## src/sv/indexed_list_engine_defines.svh

```systemverilog
// ----------------------------------------------------------------------------
// Indexed list engine assertion macros
// Shared concurrent assertion forms, clocked on clock and disabled in reset.
// ----------------------------------------------------------------------------
`ifndef INDEXED_LIST_ENGINE_DEFINES_SVH
`define INDEXED_LIST_ENGINE_DEFINES_SVH

// Same-cycle implication.
`define ILST_ASSERT_NOW(name, ante, cons, msg) \
   name: assert property (@(posedge clock) disable iff (reset) (ante) |-> (cons)) \
      else $error(msg);

// Next-cycle implication.
`define ILST_ASSERT_NEXT(name, ante, cons, msg) \
   name: assert property (@(posedge clock) disable iff (reset) (ante) |=> (cons)) \
      else $error(msg);

`endif

```

## src/sv/ilst_pkg.sv

```systemverilog
// ----------------------------------------------------------------------------
// Indexed list engine package
// Field widths, operation and status codes, cell commands and shared types.
// ----------------------------------------------------------------------------
`default_nettype none

package ilst_pkg;

   localparam int DATA_W         = 32;
   localparam int FUNC_W         = 3;
   localparam int POS_W          = 8;
   localparam int STATUS_W       = 2;
   localparam int INDEX_W        = 6;
   localparam int COUNT_W        = 7;
   localparam int LIST_DEPTH_DEF = 64;

   localparam logic [FUNC_W-1:0] FUNC_APPEND   = 3'd0;
   localparam logic [FUNC_W-1:0] FUNC_INSERT   = 3'd1;
   localparam logic [FUNC_W-1:0] FUNC_DEL_LAST = 3'd2;
   localparam logic [FUNC_W-1:0] FUNC_DEL_AT   = 3'd3;
   localparam logic [FUNC_W-1:0] FUNC_FIND     = 3'd4;
   localparam logic [FUNC_W-1:0] FUNC_CLEAR    = 3'd5;
   localparam logic [FUNC_W-1:0] FUNC_DUMP     = 3'd6;

   localparam logic [STATUS_W-1:0] STATUS_OK    = 2'd0;
   localparam logic [STATUS_W-1:0] STATUS_RANGE = 2'd1;
   localparam logic [STATUS_W-1:0] STATUS_EMPTY = 2'd2;
   localparam logic [STATUS_W-1:0] STATUS_FULL  = 2'd3;

   typedef enum logic [2:0] {
      CELL_HOLD,
      CELL_APPEND,
      CELL_INSERT,
      CELL_DELETE,
      CELL_ROTATE
   } cell_cmd_type;

   // Broadcast to every cell of the row.
   typedef struct packed {
      cell_cmd_type        cmd;
      logic [COUNT_W-1:0]  pos;
      logic [COUNT_W-1:0]  total;
      logic [DATA_W-1:0]   value;
   } cell_ctrl_type;

   typedef struct packed {
      logic [STATUS_W-1:0] status;
      logic                found;
      logic [INDEX_W-1:0]  index;
      logic [DATA_W-1:0]   entry_value;
      logic [COUNT_W-1:0]  entry_count;
      logic                last;
   } rsp_type;

endpackage

`default_nettype wire

```

## src/sv/ilst_cell.sv

```systemverilog
// ----------------------------------------------------------------------------
// Indexed list engine cell
// One list entry; loads the broadcast value or takes a neighbor's entry.
// ----------------------------------------------------------------------------
`default_nettype none

module ilst_cell import ilst_pkg::*; (
   input  logic                clock,
   input  cell_ctrl_type       ctrl,
   input  logic [COUNT_W-1:0]  cell_idx,
   input  logic [DATA_W-1:0]   left_data,
   input  logic [DATA_W-1:0]   right_data,
   output logic [DATA_W-1:0]   data
);

   logic [DATA_W-1:0] data_ff;
   logic [DATA_W-1:0] data_in;

   always_comb begin
      data_in = data_ff;
      case (ctrl.cmd)
         CELL_APPEND: begin
            if (cell_idx == ctrl.total) data_in = ctrl.value;
         end
         CELL_INSERT: begin
            if (cell_idx > ctrl.pos) data_in = left_data;
            else if (cell_idx == ctrl.pos) data_in = ctrl.value;
         end
         CELL_DELETE: begin
            if (cell_idx >= ctrl.pos) data_in = right_data;
         end
         CELL_ROTATE: data_in = right_data;
         default:     data_in = data_ff;
      endcase
   end

   always_ff @(posedge clock) begin
      data_ff <= data_in;
   end

   assign data = data_ff;

endmodule

`default_nettype wire

```

## config.mk

```make
export PLATFORM = sky130hd
export DESIGN_NAME = ilst_cell
export DESIGN_NICKNAME = d
export VERILOG_FILES = /design/src/sv/indexed_list_engine_defines.svh /design/src/sv/ilst_pkg.sv /design/src/sv/ilst_cell.sv
export SDC_FILE = /design/constraint.sdc
export NUM_CORES = 1
export LEC_CHECK = 0
export BUFFER_PORTS_ARGS = -buffer_cell sky130_fd_sc_hd__buf_2
export CORE_UTILIZATION = 42
export CTS_CLUSTER_DIAMETER = 60
export DETAILED_ROUTE_END_ITERATION = 7
export PLACE_DENSITY = 0.93
export SETUP_SLACK_MARGIN = 0.05
export SLEW_MARGIN = 20
export SYNTH_ARGS = -nofsm -noshare
export SYNTH_HDL_FRONTEND = slang
export SYNTH_SLANG_ARGS = --single-unit
```

## constraint.sdc

```tcl
create_clock -name clock -period 4.05 [get_ports clock]
set_input_delay 0.405 -clock clock [delete_from_list [all_inputs] [get_ports clock]]
set_output_delay 0.405 -clock clock [all_outputs]
set_load 0.02 [all_outputs]
```

==> results of run 1 <==
-- power breakdown --
group          leakage, nW  switching [mW]  internal (mW)
combinational        0.991           0.137          0.115
clock               0.0453           0.111          0.116
sequential           0.293         0.00977          0.413
total                 1.33           0.258          0.644
-- critical path, stage by stage --
cell and delay (ns):
buf_2 0.08, inv_1 0.04, ha_1 0.32, and4_1 0.23, a21bo_1 0.20, a21oi_2 0.54, buf_4 0.37, a221o_1 0.23
-- worst paths after layout --
path              depth (start not counted)        to  slack [ns]
hold / removal                            2   data[1]        0.43
setup / recovery                          8  data[25]        1.76
-- area by class of cell --
class                           instances  area (sq um)  share of cell area
Multi-Input combinational cell        102           837               0.305
Clock inverter                          3          13.8             0.00501
Timing Repair Buffer                  154           776               0.283
Tap cell                               50          62.6              0.0228
Sequential cell                        32           961               0.350
Inverter                                7          26.3             0.00957
Clock buffer                            5          68.8              0.0251
-- logic make-up after synthesis --
logic type,count (synthesis)
buffers and inverters,16
xor gates and xnor gates,7
AOI/OAI and AO/OA,44
adders and majority gates,7
DFF,32
and+or+nand+nor,44
-- layer usage --
metal  vias up  routed length [um]
li1        903                   -
met1       845                2090
met2       108                2870
met3        20                 431
met4         0                 182
met5         -                   0
-- placed cells by master, fill, tap and decap left out, drive strengths merged, types with 2 or more instances in the layout --
cell type,Yosys,layout
inv,7,7
xnor2,5,5
a21oi,4,4
a21o,2,2
nor3b,2,2
buf,6,154
a221o,32,32
nand2,2,2
and2,32,32
clkbuf,3,5
ha,7,7
edfxtp,32,32
clkinv,0,3
xor2,2,2
-- metrics by stage --
stage	util	cell area [sq um]	hold WS [ns]	instances
finish	0.662	2750	0.429	353
global route	0.662	2750	0.422	353
CTS	0.662	2750	0.423	353
detailed placement	0.643	2660	0.712	345
global placement	0.643	2660	0.706	345
floorplan	-	1880	0.619	150
-- cell usage after synthesis, drive strengths merged --
library cell	number
a211o	1
a21bo	1
a21o	2
a21oi	4
a221o	32
a32o	1
and2	32
and3	1
and3b	1
and4	1
buf	6
clkbuf	3
edfxtp	32
ha	7
inv	7
nand2	2
nand3	1
nand4	1
nor2	1
nor2b	1
nor3b	2
nor4	1
o21a	1
o21ai	1
o31ai	1
xnor2	5
xor2	2
==> results.json, run 1 <==
{
  "antenna_found_initial": 0,
  "yosys_warnings": 0,
  "required_ns": 4.18,
  "routedWlPerCell_um": 15.8,
  "cts_tree": "yes",
  "yosysTopAreaCell": "edfxtp_1",
  "die_w_um": 68.9,
  "h-tree-depth": 2,
  "place.gp.congestion": 0.837,
  "drv_slew": 0,
  "dieArea_sq_um": 4750,
  "total_power_uw": 902,
  "slew_headroom": 0.463,
  "synth_fa_ha_area_frac": 0.0466,
  "cp_max_fo": 18,
  "fin_setup_tns_ns": 0,
  "core_area_sq_um": 4140,
  "cts_buffers": 5,
  "netlist_top_cells_area": "edfxtp_1 51%, a221o_1 17%, and2_1 11%",
  "ant_nets": 0,
  "post_cts.repair.setup_buffers": 0,
  "leakagePower_nw": 1.33,
  "met1_usage": 0.242,
  "power_density_nw_per_um2": 329,
  "synth_fp_nets": 278,
  "met3_usage": 0.0576,
  "pre_cts_slack_ns": 1.51,
  "totalWireLength_mm": 5.58,
  "clock_path_buffers": 2,
  "worst_setup_path_end_kind": "register",
  "fin_nets": 430,
  "status": "complete, no violations",
  "overflow": 0,
  "rsz0062_at_grt": "false",
  "ctsHoldBuffers": 0,
  "finalHoldViolations": 0,
  "dieHeight_um": 68.9,
  "worstMarginPinSlew_ns": 0.806,
  "hold_class": "in2reg",
  "crit_type": "in2reg",
  "hpwl_mm": 4.42,
  "startpoint": "ctrl[45]",
  "cap_violations": 0,
  "synth_top_area_share": 0.511,
  "dr.pass1.iters": 4,
  "synthCells": 150,
  "synth-xor-area-share": 0.0326,
  "synth_area_sq_um": 1880,
  "clk_pin_slew_ns": 0.06,
  "drt_first_iter_violations": 137,
  "grt_start_max_net_pins": 33,
  "io-pin-count": 153,
  "vias_per_cell": 5.31,
  "max_freq_mhz": 437,
  "avgSynthCellArea_sq_um": 12.5,
  "rows": 23,
  "cts.sinks": 32,
  "peakVddDrop_mv": 0.134,
  "synth_seq_area_share": 0.511,
  "synth_top_family_by_area": "compound AO/OA/AOI/OAI gates",
  "vias": 1876,
  "busiest_layer": "met2",
  "arrival_ns": 2.42,
  "fin_crit_sh": 0.565,
  "grt_pass1_wl_mm": 7.77,
  "fillCellCount": 327,
  "io_buffers": 152,
  "hold_start": "ctrl[1]",
  "start_kind": "primary input",
  "synthMuxAreaShare": 0,
  "synth_compound_area_frac": 0.216,
  "root_buffer": "clkbuf_8",
  "largest_reg_flops": 32,
  "synth_cell_types": 29,
  "diodes": 0,
  "drc": 0,
  "min_period_ns": 2.29,
  "grt_usage": 0.229,
  "synth_simple_gate_area_share": 0.148,
  "cts-resized-gates": 0,
  "ys_ff_latch": 32,
  "setup_slack_ns": 1.76,
  "setup_viol_count_final": 0,
  "area_delta_synth_final_pct": 46.0,
  "grt_pass1_vias": 1718,
  "grt_use_met2": 0.424,
  "start_util": 0.454,
  "drive_gt1_frac": 0.541
}
Power figures use the tool's default switching activity.
==> run 2: changes to the inputs <==
- CORE_UTILIZATION: 42 -> 35
- PLACE_DENSITY: 0.93 -> 0.83
- clock period: 4.05 -> 1.85 ns (I/O delays scaled with it)
==> results.json, run 2 (synthesis results as in run 1) <==
{
  "worst_setup_path_end_kind": "register",
  "root_buffer": "clkbuf_8",
  "p_clk_frac": 0.302,
  "final_cell_mix": "152 x buf_2, 32 x and2_1, 32 x a221o_1, 32 x edfxtp_1, 12 x buf_4",
  "vias_per_cell": 4.82,
  "ctsHoldBuffers": 0,
  "hold_class": "in2reg",
  "finalHoldViolations": 0,
  "cp_max_fo": 18,
  "p_sw_uw": 567,
  "overflow": 0,
  "start_kind": "primary input",
  "grt_pass1_vias": 1658,
  "io-pin-count": 153,
  "slowest_delay_ns": 0.33,
  "cts_tree": "yes",
  "pre_cts_slack_ns": -0.136,
  "dpl_cell_area_sq_um": 2880,
  "power_density_nw_per_um2": 721,
  "fin_nets": 443,
  "required_ns": 1.88,
  "cts.sinks": 32,
  "regArea_sq_um": 961,
  "slew_headroom": 0.733,
  "setup_slack_ns": 0.154,
  "crit_buf_inv": 3,
  "pwr-share-seq": 0.426,
  "dieHeight_um": 75.3,
  "routedWlPerCell_um": 12.9,
  "slowest_stage": "a32o_2",
  "h-tree-depth": 2,
  "fin_setup_tns_ns": 0,
  "p_int_mw": 1.59,
  "leakagePower_nw": 1.41,
  "dieArea_sq_um": 5670,
  "drc": 0,
  "grt_start_max_net_pins": 33,
  "comb_power_share": 0.273,
  "setup_viol_count_final": 0,
  "totalWireLength_mm": 4.98,
  "ant_nets": 0,
  "hpwl_mm": 4.11,
  "fin_crit_sh": 0.917,
  "path_cells": "buf_2 > inv_1 > ha_4 > and4_1 > o21ai_1 > a32o_2 > buf_12 > a221o_1",
  "dr.pass1.iters": 4,
  "crit_type": "in2reg",
  "min_period_ns": 1.70,
  "clock_path_buffers": 2,
  "io_buffers": 152,
  "grt_pass1_wl_mm": 7.32,
  "peakVddDrop_mv": 0.327,
  "start_util": 0.366,
  "vias": 1859,
  "clk_pin_slew_ns": 0.07,
  "arrival_ns": 1.72,
  "grt_usage": 0.173,
  "antenna_found_initial": 0,
  "core_area_sq_um": 5140,
  "final_area_sq_um": 2990,
  "cap_violations": 0,
  "diodes": 0,
  "drt_first_iter_violations": 44,
  "worstMarginPinSlew_ns": 0.400,
  "rows": 26,
  "final_common_cell": "buf_2",
  "p_sw_frac": 0.263,
  "cts_buffers": 5,
  "max_freq_mhz": 590,
  "crit_family": "compound AO/OA/AOI/OAI gates",
  "status": "complete, no violations",
  "area_delta_synth_final_pct": 59.1,
  "largest_reg_flops": 32,
  "multi_input_area_sq_um": 896,
  "cts-resized-gates": 0,
  "drv_slew": 0,
  "drive_gt1_frac": 0.589,
  "rsz0062_at_grt": "false",
  "post_cts.repair.setup_buffers": 0,
  "fillCellCount": 471,
  "place.gp.congestion": 0.811,
  "die_w_um": 75.3,
  "fin_worst_hold_slack_ns": 0.199
}
==> run 2: per-stage QoR <==
step / std cells / power (mW) / util
floorplan: 150 / 1.25 / -
global placement: 378 / 1.51 / 0.561
detailed placement: 378 / 1.53 / 0.561
CTS: 386 / 2.18 / 0.582
global route: 386 / 2.27 / 0.582
finish: 386 / 2.16 / 0.582
==> run 2: power by group through the flow <==
stage                     Combinational, mW  Sequential, mW  Clock (mW)
after global placement                0.580           0.933           0
after floorplan                       0.210            1.04           0
after global routing                  0.645           0.928       0.696
final                                 0.588           0.919       0.651
after detailed placement              0.594           0.936           0
after CTS                             0.596           0.920       0.667
==> run 2: final timing paths <==
path | from | to | slack [ns] | cells after the start
worst min-delay path | ctrl[26] | data[26] | 0.20 | 2
worst max-delay path | ctrl[45] | data[5] | 0.15 | 8
==> run 2: cell type report <==
cell class | instances | share of cell area
Inverter | 7 | 0.00878
Clock buffer | 5 | 0.0230
Tap cell | 70 | 0.0293
Multi-Input combinational cell | 102 | 0.299
Timing Repair Buffer | 167 | 0.304
Sequential cell | 32 | 0.321
Clock inverter | 3 | 0.0142
==> run 2: routing by layer <==
| metal | vias up | part of all wire | track usage | wire length (um) |
|---|---|---|---|---|
| met2 | 83 | 0.52 | 0.311 | 2610 |
| li1 | 925 | - | - | - |
| met3 | 11 | 0.059 | 0.0357 | 295 |
| met5 | - | 0 | 0 | 0 |
| met4 | 0 | 0.021 | 0.0761 | 106 |
| met1 | 840 | 0.40 | 0.198 | 1980 |
